==> src/hw/rtl/grc_pkg.sv <==
// Shared types, constants and the quarter-wave sine table of the grid raycaster.
package grc_pkg;

   localparam int MAP_DIM_MAX = 64;
   localparam int MAP_DIM_BITS = $clog2(MAP_DIM_MAX);
   localparam int CELL_COUNT = MAP_DIM_MAX * MAP_DIM_MAX;
   localparam int CELL_BITS = $clog2(CELL_COUNT);
   localparam int SINE_DEPTH = 256;
   localparam int SINE_BITS = $clog2(SINE_DEPTH);

   localparam int REQ_WIDTH = 72;
   localparam int RSP_WIDTH = 56;
   localparam int CSR_INDEX_WIDTH = 3;
   localparam int CSR_DATA_WIDTH = 19;

   localparam logic [CSR_INDEX_WIDTH-1:0] CSR_SCREEN_WIDTH = 3'd0;
   localparam logic [CSR_INDEX_WIDTH-1:0] CSR_SCREEN_HEIGHT = 3'd1;
   localparam logic [CSR_INDEX_WIDTH-1:0] CSR_FIELD_OF_VIEW = 3'd2;
   localparam logic [CSR_INDEX_WIDTH-1:0] CSR_MAP_WIDTH = 3'd3;
   localparam logic [CSR_INDEX_WIDTH-1:0] CSR_MAP_HEIGHT = 3'd4;
   localparam logic [CSR_INDEX_WIDTH-1:0] CSR_MAX_DISTANCE = 3'd5;

   localparam logic CMD_WRITE_CELL = 1'b0;
   localparam logic CMD_CAST_RAY = 1'b1;

   localparam logic [19:0] STEP_Q12 = 20'd41;
   localparam logic [19:0] DIST_LIMIT = 20'h7FFFF;
   localparam logic [18:0] MIN_DIST_Q12 = 19'd410;
   localparam logic [63:0] HALF_PI_Q30 = 64'd1686629713;

   localparam int DIV_WIDTH = 34;
   localparam int DIVISOR_WIDTH = 19;

   typedef logic [15:0] sine_tab_type [SINE_DEPTH];

   typedef enum logic [3:0] {
      ST_IDLE,
      ST_ANG_START,
      ST_ANG_WAIT,
      ST_SETUP,
      ST_MARCH,
      ST_CHECK,
      ST_TEST,
      ST_ROW_START,
      ST_ROW_WAIT,
      ST_RESULT
   } grc_state_type;

   typedef struct packed {
      logic load;
      logic div_ang;
      logic ang_latch;
      logic setup;
      logic step;
      logic probe;
      logic hit;
      logic miss;
      logic div_row;
      logic result;
   } grc_cmd_type;

   typedef struct packed {
      logic is_cast;
      logic div_done;
      logic dist_over;
      logic off_map;
      logic cell_wall;
      logic out_free;
   } grc_status_type;

   function automatic logic [15:0] sine_entry(input int i);
      logic [63:0] x;
      logic [63:0] term;
      logic [63:0] sum;
      logic [63:0] r;
      x = (HALF_PI_Q30 * 64'(i)) / 64'(SINE_DEPTH);
      term = x;
      sum = x;
      for (int k = 1; k <= 8; k++) begin
         term = (term * x) >> 30;
         term = (term * x) >> 30;
         term = term / 64'((2 * k) * (2 * k + 1));
         if ((k % 2) == 1) begin
            sum = sum - term;
         end else begin
            sum = sum + term;
         end
      end
      r = (sum + 64'd16384) >> 15;
      return (r > 64'd32767) ? 16'd32767 : r[15:0];
   endfunction

   function automatic sine_tab_type build_sine();
      sine_tab_type t;
      for (int i = 0; i < SINE_DEPTH; i++) begin
         t[i] = sine_entry(i);
      end
      return t;
   endfunction

   localparam sine_tab_type SINE_TABLE = build_sine();

endpackage

==> src/hw/rtl/grc_ctrl.sv <==
// Controller state machine that sequences cell writes and ray casts.
module grc_ctrl (
   input  logic                    clock,
   input  logic                    reset,
   input  logic                    req_tvalid,
   output logic                    req_tready,
   input  grc_pkg::grc_status_type status,
   output grc_pkg::grc_cmd_type    cmd
);
   import grc_pkg::*;

   grc_state_type state_ff, state_in;

   always_comb begin
      state_in = state_ff;
      unique case (state_ff)
         ST_IDLE: if (req_tvalid) state_in = ST_ANG_START;
         ST_ANG_START: state_in = status.is_cast ? ST_ANG_WAIT : ST_RESULT;
         ST_ANG_WAIT: if (status.div_done) state_in = ST_SETUP;
         ST_SETUP: state_in = ST_MARCH;
         ST_MARCH: state_in = status.dist_over ? ST_ROW_START : ST_CHECK;
         ST_CHECK: state_in = status.off_map ? ST_ROW_START : ST_TEST;
         ST_TEST: state_in = status.cell_wall ? ST_ROW_START : ST_MARCH;
         ST_ROW_START: state_in = ST_ROW_WAIT;
         ST_ROW_WAIT: if (status.div_done) state_in = ST_RESULT;
         ST_RESULT: if (status.out_free) state_in = ST_IDLE;
         default: state_in = ST_IDLE;
      endcase
   end

   always_comb begin
      cmd = '0;
      req_tready = 1'b0;
      unique case (state_ff)
         ST_IDLE: begin
            req_tready = 1'b1;
            cmd.load = req_tvalid;
         end
         ST_ANG_START: cmd.div_ang = status.is_cast;
         ST_ANG_WAIT: cmd.ang_latch = status.div_done;
         ST_SETUP: cmd.setup = 1'b1;
         ST_MARCH: begin
            cmd.miss = status.dist_over;
            cmd.step = !status.dist_over;
         end
         ST_CHECK: begin
            cmd.miss = status.off_map;
            cmd.probe = !status.off_map;
         end
         ST_TEST: cmd.hit = status.cell_wall;
         ST_ROW_START: cmd.div_row = 1'b1;
         ST_ROW_WAIT: ;
         ST_RESULT: cmd.result = status.out_free;
         default: ;
      endcase
   end

   always_ff @(posedge clock) begin
      if (reset) begin
         state_ff <= ST_IDLE;
      end else begin
         state_ff <= state_in;
      end
   end

endmodule

==> config.mk <==
export PLATFORM = sky130hd
export DESIGN_NAME = grc_ctrl
export DESIGN_NICKNAME = d
export VERILOG_FILES = /design/src/hw/rtl/grc_pkg.sv /design/src/hw/rtl/grc_ctrl.sv
export SDC_FILE = /design/constraint.sdc
export NUM_CORES = 1
export LEC_CHECK = 0
export BUFFER_PORTS_ARGS = -buffer_cell sky130_fd_sc_hd__buf_2
export CORE_AREA = 2 2 39 41
export CTS_CLUSTER_SIZE = 20
export DETAILED_ROUTE_END_ITERATION = 7
export DIE_AREA = 0 0 41 43
export SYNTH_ARGS = -nofsm -noshare
export SYNTH_HDL_FRONTEND = slang
export SYNTH_SLANG_ARGS = --single-unit
==> constraint.sdc <==
create_clock -name clock -period 1.1 [get_ports clock]
set_clock_uncertainty 0.05 [all_clocks]
set_input_delay 0.165 -clock clock [delete_from_list [all_inputs] [get_ports clock]]
set_output_delay 0.165 -clock clock [all_outputs]
set_load 0.03 [all_outputs]
After elaboration in Yosys (flattened, before gate mapping)

Index checks and enable logic that the tools add are counted.

Output and inout port bits: 11
Input port bits: 9
Word-level logic and storage cells: 38
Register bits after elaboration: 4

Equal/unequal tests: 13
Reduce and logical (&&, ||, !) cells: 4
Mux-type cells: 20

Operator list:

| cell                                                 | number |
|---|---|
| one-hot mux 4 bit (10 select lines)                  | 1 |
| two-way mux 4 bit                                    | 5 |
| equality test 4 x 3 -> 1 bit (second input constant) | 4 |
| two-way mux 1 bit                                    | 11 |
| equality test 4 x 2 -> 1 bit (second input constant) | 2 |
| equality test 4 bit (second input constant)          | 2 |
| inequality test 2 bit (second input constant)        | 4 |
| equality test 4 x 1 -> 1 bit (second input constant) | 1 |
| logical NOT 4 bit                                    | 1 |
| two-way mux 2 bit                                    | 2 |
| AND reduction 4 bit                                  | 1 |
| logical NOT 1 bit                                    | 2 |
| one-hot mux 1 bit (2 select lines)                   | 1 |

Logic depth before layout (Yosys ltp)

Gate-level depths: netlist (run 1).

Depth after elaboration: 3
Mapped depth: 5

Worst setup path after synthesis (run 1)

OpenSTA, ideal clock, no wires.

Path kind: register to output
Start point: reg state_ff[3]
End point: out cmd[9] in the netlist's numbering
Stages on the path, launching flop included: 4
Setup slack: -1059 ps
Buffers on the path: 1
Arrival: 1944 ps
Required time: 885 ps
Path through: dfxtp_1 -> buf_6 -> nor4_1 -> and2_1

RTL lines:

| what                     | line           | text |
|---|---|---|
| start: declaration       | grc_ctrl.sv:12 | `grc_state_type state_ff, state_in;` |
| start signal: assignment | grc_ctrl.sv:62 | `state_ff <= state_in;` |
| end: declaration         | grc_ctrl.sv:8  | `output grc_pkg::grc_cmd_type cmd` |

==> run_results.csv, run 1 <==
group,metric,value,unit
critical_path,slowest_delay,0.37,ns
clock_network,hold_buffers,0,
final_layout,fin_nets,97,
floorplan,placeableCoreArea,1380,um2
yosys,yosysTopAreaCell,"dfxtp_1",
placed_design,dp.cells,96,
pwr,leakagePower,0.341,nW
yosys,yosysTopAreaCellShare,20.2,%
clock_network,htreeDepth,1,
detailed_routing,drtPass1Iterations,3,
final_layout,final_common_cell,"buf_4",
clock_network,cts_tree,"done",
global_route,grt_pass1_wl,1810,um
sta,maxSlewViolCount,0,
global_route,grt_pass1_vias,464,
min_path,hold_path_class,"in -> reg",
flow_run,maxCapViolCount,0,
yosys,avgSynthCellArea,7.48,um2
final_layout,fin_cells,102,
placed_design,dp_hpwl,891,um
detailed_routing,vias_per_cell,4.89,
global_route,antenna_found_initial,0,
placed_design,port_buffers,19,
detailed_routing,vias,499,
final_layout,largest_registers,"state_ff x4",
final_layout,top_register,"state_ff",
floorplan,num_rows,14,
critical_path,critPathLaunchType,"flop",
detailed_routing,drtIter0Drc,2,
critical_path,cp_cell_sequence,"buf_4 -> mux2i_4 -> nor3_4 -> buf_6",
floorplan,die_w,41,um
floorplan,start_util,28.7,%
critical_path,cp_max_fo,11,
yosys,yosysWarnings,0,
sta,fmax,681,MHz
floorplan,dieHeight,43,um
pwr,cellPowerDensity,991,nW/um2
final_layout,syn_to_final_growth,103,%
global_route,grt_util_met3,3.14,%
global_route,grt_max_degree,12,
final_layout,largest_reg_flops,4,
clock_network,cts_buffer_depth,2,
outcome,status,"complete, but fails checks",
detailed_routing,ant_nets,0,
global_route,grtUsageMet1,18.8,%
yosys,ys_seq_elements,4,
yosys,synth.distinct_cells,29,
critical_path,end_kind,"output pin",
clock_network,insertion_delay,0.23,ns
global_route,top_usage_layer,"met2",
final_layout,n_antenna_cell,0,
pwr,ir_drop,0.618,mV
final_layout,drive_gt1_share,72.1,%
final_layout,nFillCells,137,
yosys,synth_area,397,um2
placed_design,pre_cts_ws,-0.188,ns
sta,setup_violations,15,
detailed_routing,drcViolationCount,0,
sta,max-slew-margin-rel,82.4,%
critical_path,reg2reg_slack,-0.17,ns
sta,worst_pin_slew,0.264,ns
yosys,ys_top_cells_by_area,"dfxtp_1 20%, nor3_1 8.8%, buf_6 5.7%",
critical_path,path_class,"reg -> out",
detailed_routing,wire_per_inst,11.1,um
final_layout,multiInputGateArea,409,um2
floorplan,dieArea,1760,um2
clock_network,root_buffer,"clkbuf_4",
critical_path,cp_slowest_cell,"dfxtp_4",
sta,hold_ws,0.131,ns
sta,setup_ws,-0.368,ns
critical_path,required,0.88,ns
sta,period_share,133,%
global_route,globalRoute.totalOverflow,0,
placed_design,place_congestion,0.760,
clock_network,cts_buffers,3,
outcome,violations,"setup timing",
yosys,synth.net_count,62,
sta,hold_violations,0,
floorplan,io-pin-count,20,
yosys,ys_seq_area_share,20.2,%
sta,rsz0062_at_grt,"true",
final_layout,layout_common_cells,"15 x buf_4, 11 x buf_2, 8 x buf_6",
critical_path,cp.arrival,1.25,ns
global_route,grt_use_met2,23.8,%
yosys,synth_cells,53,
clock_network,cts_sinks,4,
sta,fin_crit,1.47,ns
detailed_routing,wl,1130,um
final_layout,regArea,90.1,um2
global_route,grt.total_usage,14.7,%
clock_network,clk_pin_slew,0.04,ns
[stage by stage]
stage | instance area, um2 | util, % | power [mW] | TNS (ns)
after detailed placement | 669 | 48.4 | 0.552 | -2.06
after global routing | 803 | 58.0 | 0.847 | -4.43
after global placement | 669 | 48.4 | 0.551 | -1.85
after CTS | 772 | 55.8 | 0.781 | -3.70
final | 803 | 58.0 | 0.796 | -3.55
after floorplan | 505 | - | 0.454 | -1.00
[synthesized netlist by cell type, drive strengths merged]
| master | count |
|---|---|
| o22a | 1 |
| nor2b | 3 |
| dfxtp | 4 |
| and2 | 1 |
| nand2b | 1 |
| or2b | 1 |
| mux2i | 1 |
| and4b | 1 |
| o21ai | 3 |
| buf | 4 |
| xor2 | 1 |
| nand4b | 1 |
| and2b | 2 |
| a21oi | 1 |
| o31ai | 1 |
| inv | 1 |
| nand3 | 1 |
| nor3 | 7 |
| a2111oi | 1 |
| a31oi | 2 |
| nor2 | 6 |
| nand2 | 5 |
| nor4 | 1 |
| o211ai | 1 |
| o32a | 1 |
| a211oi | 1 |
[power by group]
group          leakage, nW  switching [mW]  internal [mW]
Sequential          0.0350          0.0331          0.163
Clock               0.0138          0.0510          0.121
Combinational        0.292           0.204          0.224
[routing by layer]
| layer | part of all wire, % | wire length [um] | up-vias |
|---|---|---|---|
| met5 | 0 | 0 | - |
| met4 | 0 | 0 | 0 |
| met3 | 0.97 | 11 | 0 |
| met2 | 56 | 640 | 4 |
| met1 | 42 | 481 | 230 |
| li1 | - | - | 265 |
[worst paths after layout]
check                              endpoint  depth (start not counted)        start
worst max-delay path                 cmd[2]                          4  state_ff[0]
worst min-delay path            state_ff[1]                          2        reset
worst max register to register  state_ff[1]                          4  state_ff[0]
worst min register to register  state_ff[1]                          2  state_ff[3]
[logic make-up (layout without fill, tap and decap cells)]
group | after synthesis | count (layout) | synth area share (%)
buf+inv | 5 | 38 | 9.78
compound gates | 12 | 12 | 24.9
flops | 4 | 4 | 20.2
simple gates | 30 | 30 | 40.4
xor+xnor | 1 | 1 | 2.21
mux | 1 | 1 | 2.52
[worst max-delay path, delay by kind of cell, from the launching register on]
kind / cells / cell delay [ns]
mux: 1 / 0.18
flops: 1 / 0.37
buf+inv: 2 / 0.30
simple gates: 1 / 0.17
[repair_timing]
action	CTS	global route
cloned	0	0
gates resized for setup	23	7
endpoints found under the setup margin	15	15
pin swaps	2	0
buffers inserted	2	1
[cell type report]
class                           instances  share of cell area (%)
Clock buffer                            3                    2.80
Inverter                                1                   0.467
Multi-Input combinational cell         44                    50.9
Sequential cell                         4                    11.2
Tap cell                               16                    2.49
Timing Repair Buffer                   34                    32.1
Note: power is estimated with default switching activity, not from simulation.
==> inputs of run 2 (changes only) <==
Settings changed: SKIP_LAST_GASP from default to 1.
==> run_results.csv, run 2 (synthesis gave the netlist of run 1 again) <==
group,metric,value,unit
outcome,status,"complete, but fails checks",
outcome,violations,"setup timing",
detailed_routing,wl,1290,um
clock_network,htreeDepth,1,
clock_network,cts_buffers,3,
floorplan,io-pin-count,20,
sta,rsz0062_at_grt,"true",
critical_path,cp_cell_sequence,"and2b_1 -> and4b_2 -> buf_2",
clock_network,insertion_delay,0.23,ns
sta,maxSlewViolCount,0,
detailed_routing,vias_per_cell,5.09,
critical_path,critPathLaunchType,"flop",
final_layout,largest_reg_flops,4,
pwr,leakagePower,0.347,nW
clock_network,cts_tree,"done",
floorplan,num_rows,14,
placed_design,dp_hpwl,891,um
pwr,ir_drop,0.644,mV
final_layout,drive_gt1_share,74.7,%
sta,worst_pin_slew,0.228,ns
sta,hold_violations,0,
critical_path,cp_slowest_cell,"dfxtp_2",
placed_design,place_congestion,0.760,
critical_path,end_kind,"output pin",
sta,period_share,133,%
critical_path,reg2reg_slack,-0.26,ns
critical_path,reg2reg_depth,5,
final_layout,syn_to_final_growth,116,%
final_layout,top_register,"state_ff",
floorplan,dieHeight,43,um
critical_path,timing.rr.start,"state_ff[0]",
min_path,min_path_cells,2,
min_path,min_from,"reset",
detailed_routing,vias,524,
detailed_routing,drtIter0Drc,4,
floorplan,die_w,41,um
detailed_routing,drcViolationCount,0,
critical_path,cp.arrival,1.25,ns
pwr,cellPowerDensity,997,nW/um2
final_layout,fin_nets,98,
clock_network,root_buffer,"clkbuf_4",
flow_run,maxCapViolCount,0,
placed_design,dp.cells,96,
final_layout,largest_registers,"state_ff x4",
floorplan,dieArea,1760,um2
global_route,grt_pass1_vias,477,
clock_network,cts_sinks,4,
critical_path,critPathTopFamily,"simple AND/OR/NAND/NOR gates",
sta,fmax,684,MHz
critical_path,cp_max_fo,9,
detailed_routing,wire_per_inst,12.5,um
final_layout,fin_cells,103,
global_route,globalRoute.totalOverflow,0,
final_layout,n_antenna_cell,0,
critical_path,r2r_end,"state_ff[1]",
min_path,hold_path_class,"in -> reg",
sta,fin_crit,1.46,ns
clock_network,clk_pin_slew,0.03,ns
floorplan,start_util,28.7,%
critical_path,cp_num_buf_inv,1,
global_route,grt_max_degree,12,
final_layout,layout_common_cells,"14 x buf_4, 11 x buf_2, 10 x buf_6",
critical_path,path_class,"reg -> out",
clock_network,cts_buffer_depth,2,
global_route,grt_pass1_wl,1880,um
sta,setup_violations,15,
sta,max-slew-margin-rel,84.7,%
global_route,antenna_found_initial,0,
detailed_routing,ant_nets,0,
critical_path,required,0.88,ns
floorplan,placeableCoreArea,1380,um2
sta,setup_ws,-0.362,ns
critical_path,crit_cells,3,
min_path,hold_end,"state_ff[1]",
global_route,grt.total_usage,15.2,%
final_layout,utilization,62.0,%
clock_network,hold_buffers,0,
final_layout,final_common_cell,"buf_4",
critical_path,slowest_delay,0.35,ns
detailed_routing,drtPass1Iterations,2,
placed_design,port_buffers,19,
[run 2: layer usage]
metal  part of all wire, %  global-route usage [%]
met1                    44                    19.7
met2                    55                    24.4
met3                  0.85                    3.14
met4                     0                    4.00
met5                     0                       0
[run 2: worst max path at each step]
| stage | startpoint | end | slack (ns) |
|---|---|---|---|
| after floorplan | state_ff[0] | cmd[9] | -0.35 |
| after global placement | state_ff[1] | cmd[7] | -0.17 |
| after detailed placement | state_ff[1] | cmd[7] | -0.19 |
| after CTS | state_ff[1] | cmd[0] | -0.36 |
| after global routing | state_ff[1] | cmd[0] | -0.41 |
| final | state_ff[1] | cmd[0] | -0.36 |
[run 2: repair_timing]
| item | 4_1_cts | 5_1_grt |
|---|---|---|
| endpoints found under the setup margin | 15 | 15 |
| buffers inserted | 2 | 3 |
| pin swaps | 2 | 7 |
| gates resized for setup | 19 | 20 |
[run 2: layout make-up]
type	count	area [um2]
flip-flops and latches	4	90.1
inverters	1	3.75
well taps	16	20.0
repair buffers	35	273
multi-input cells	44	449
fillers	126	526
clock buffers	3	22.5
[run 2: power breakdown]
| part | total (mW) | internal (mW) | switching (mW) |
|---|---|---|---|
| Sequential | 0.194 | 0.163 | 0.0303 |
| Combinational | 0.490 | 0.254 | 0.236 |
| Clock | 0.173 | 0.121 | 0.0514 |
| Total | 0.856 | 0.539 | 0.317 |
[run 2: per-stage QoR]
stage | total power [mW] | setup slack [ns] | instance area [um2] | hold WS (ns) | setup TNS (ns)
after global routing | 0.905 | -0.415 | 858 | 0.139 | -4.84
after detailed placement | 0.552 | -0.188 | 669 | 0.374 | -2.06
after global placement | 0.551 | -0.174 | 669 | 0.370 | -1.85
after CTS | 0.774 | -0.357 | 761 | 0.122 | -3.75
after floorplan | 0.454 | -0.353 | 505 | 0.184 | -1.00
final | 0.856 | -0.362 | 858 | 0.142 | -4.04
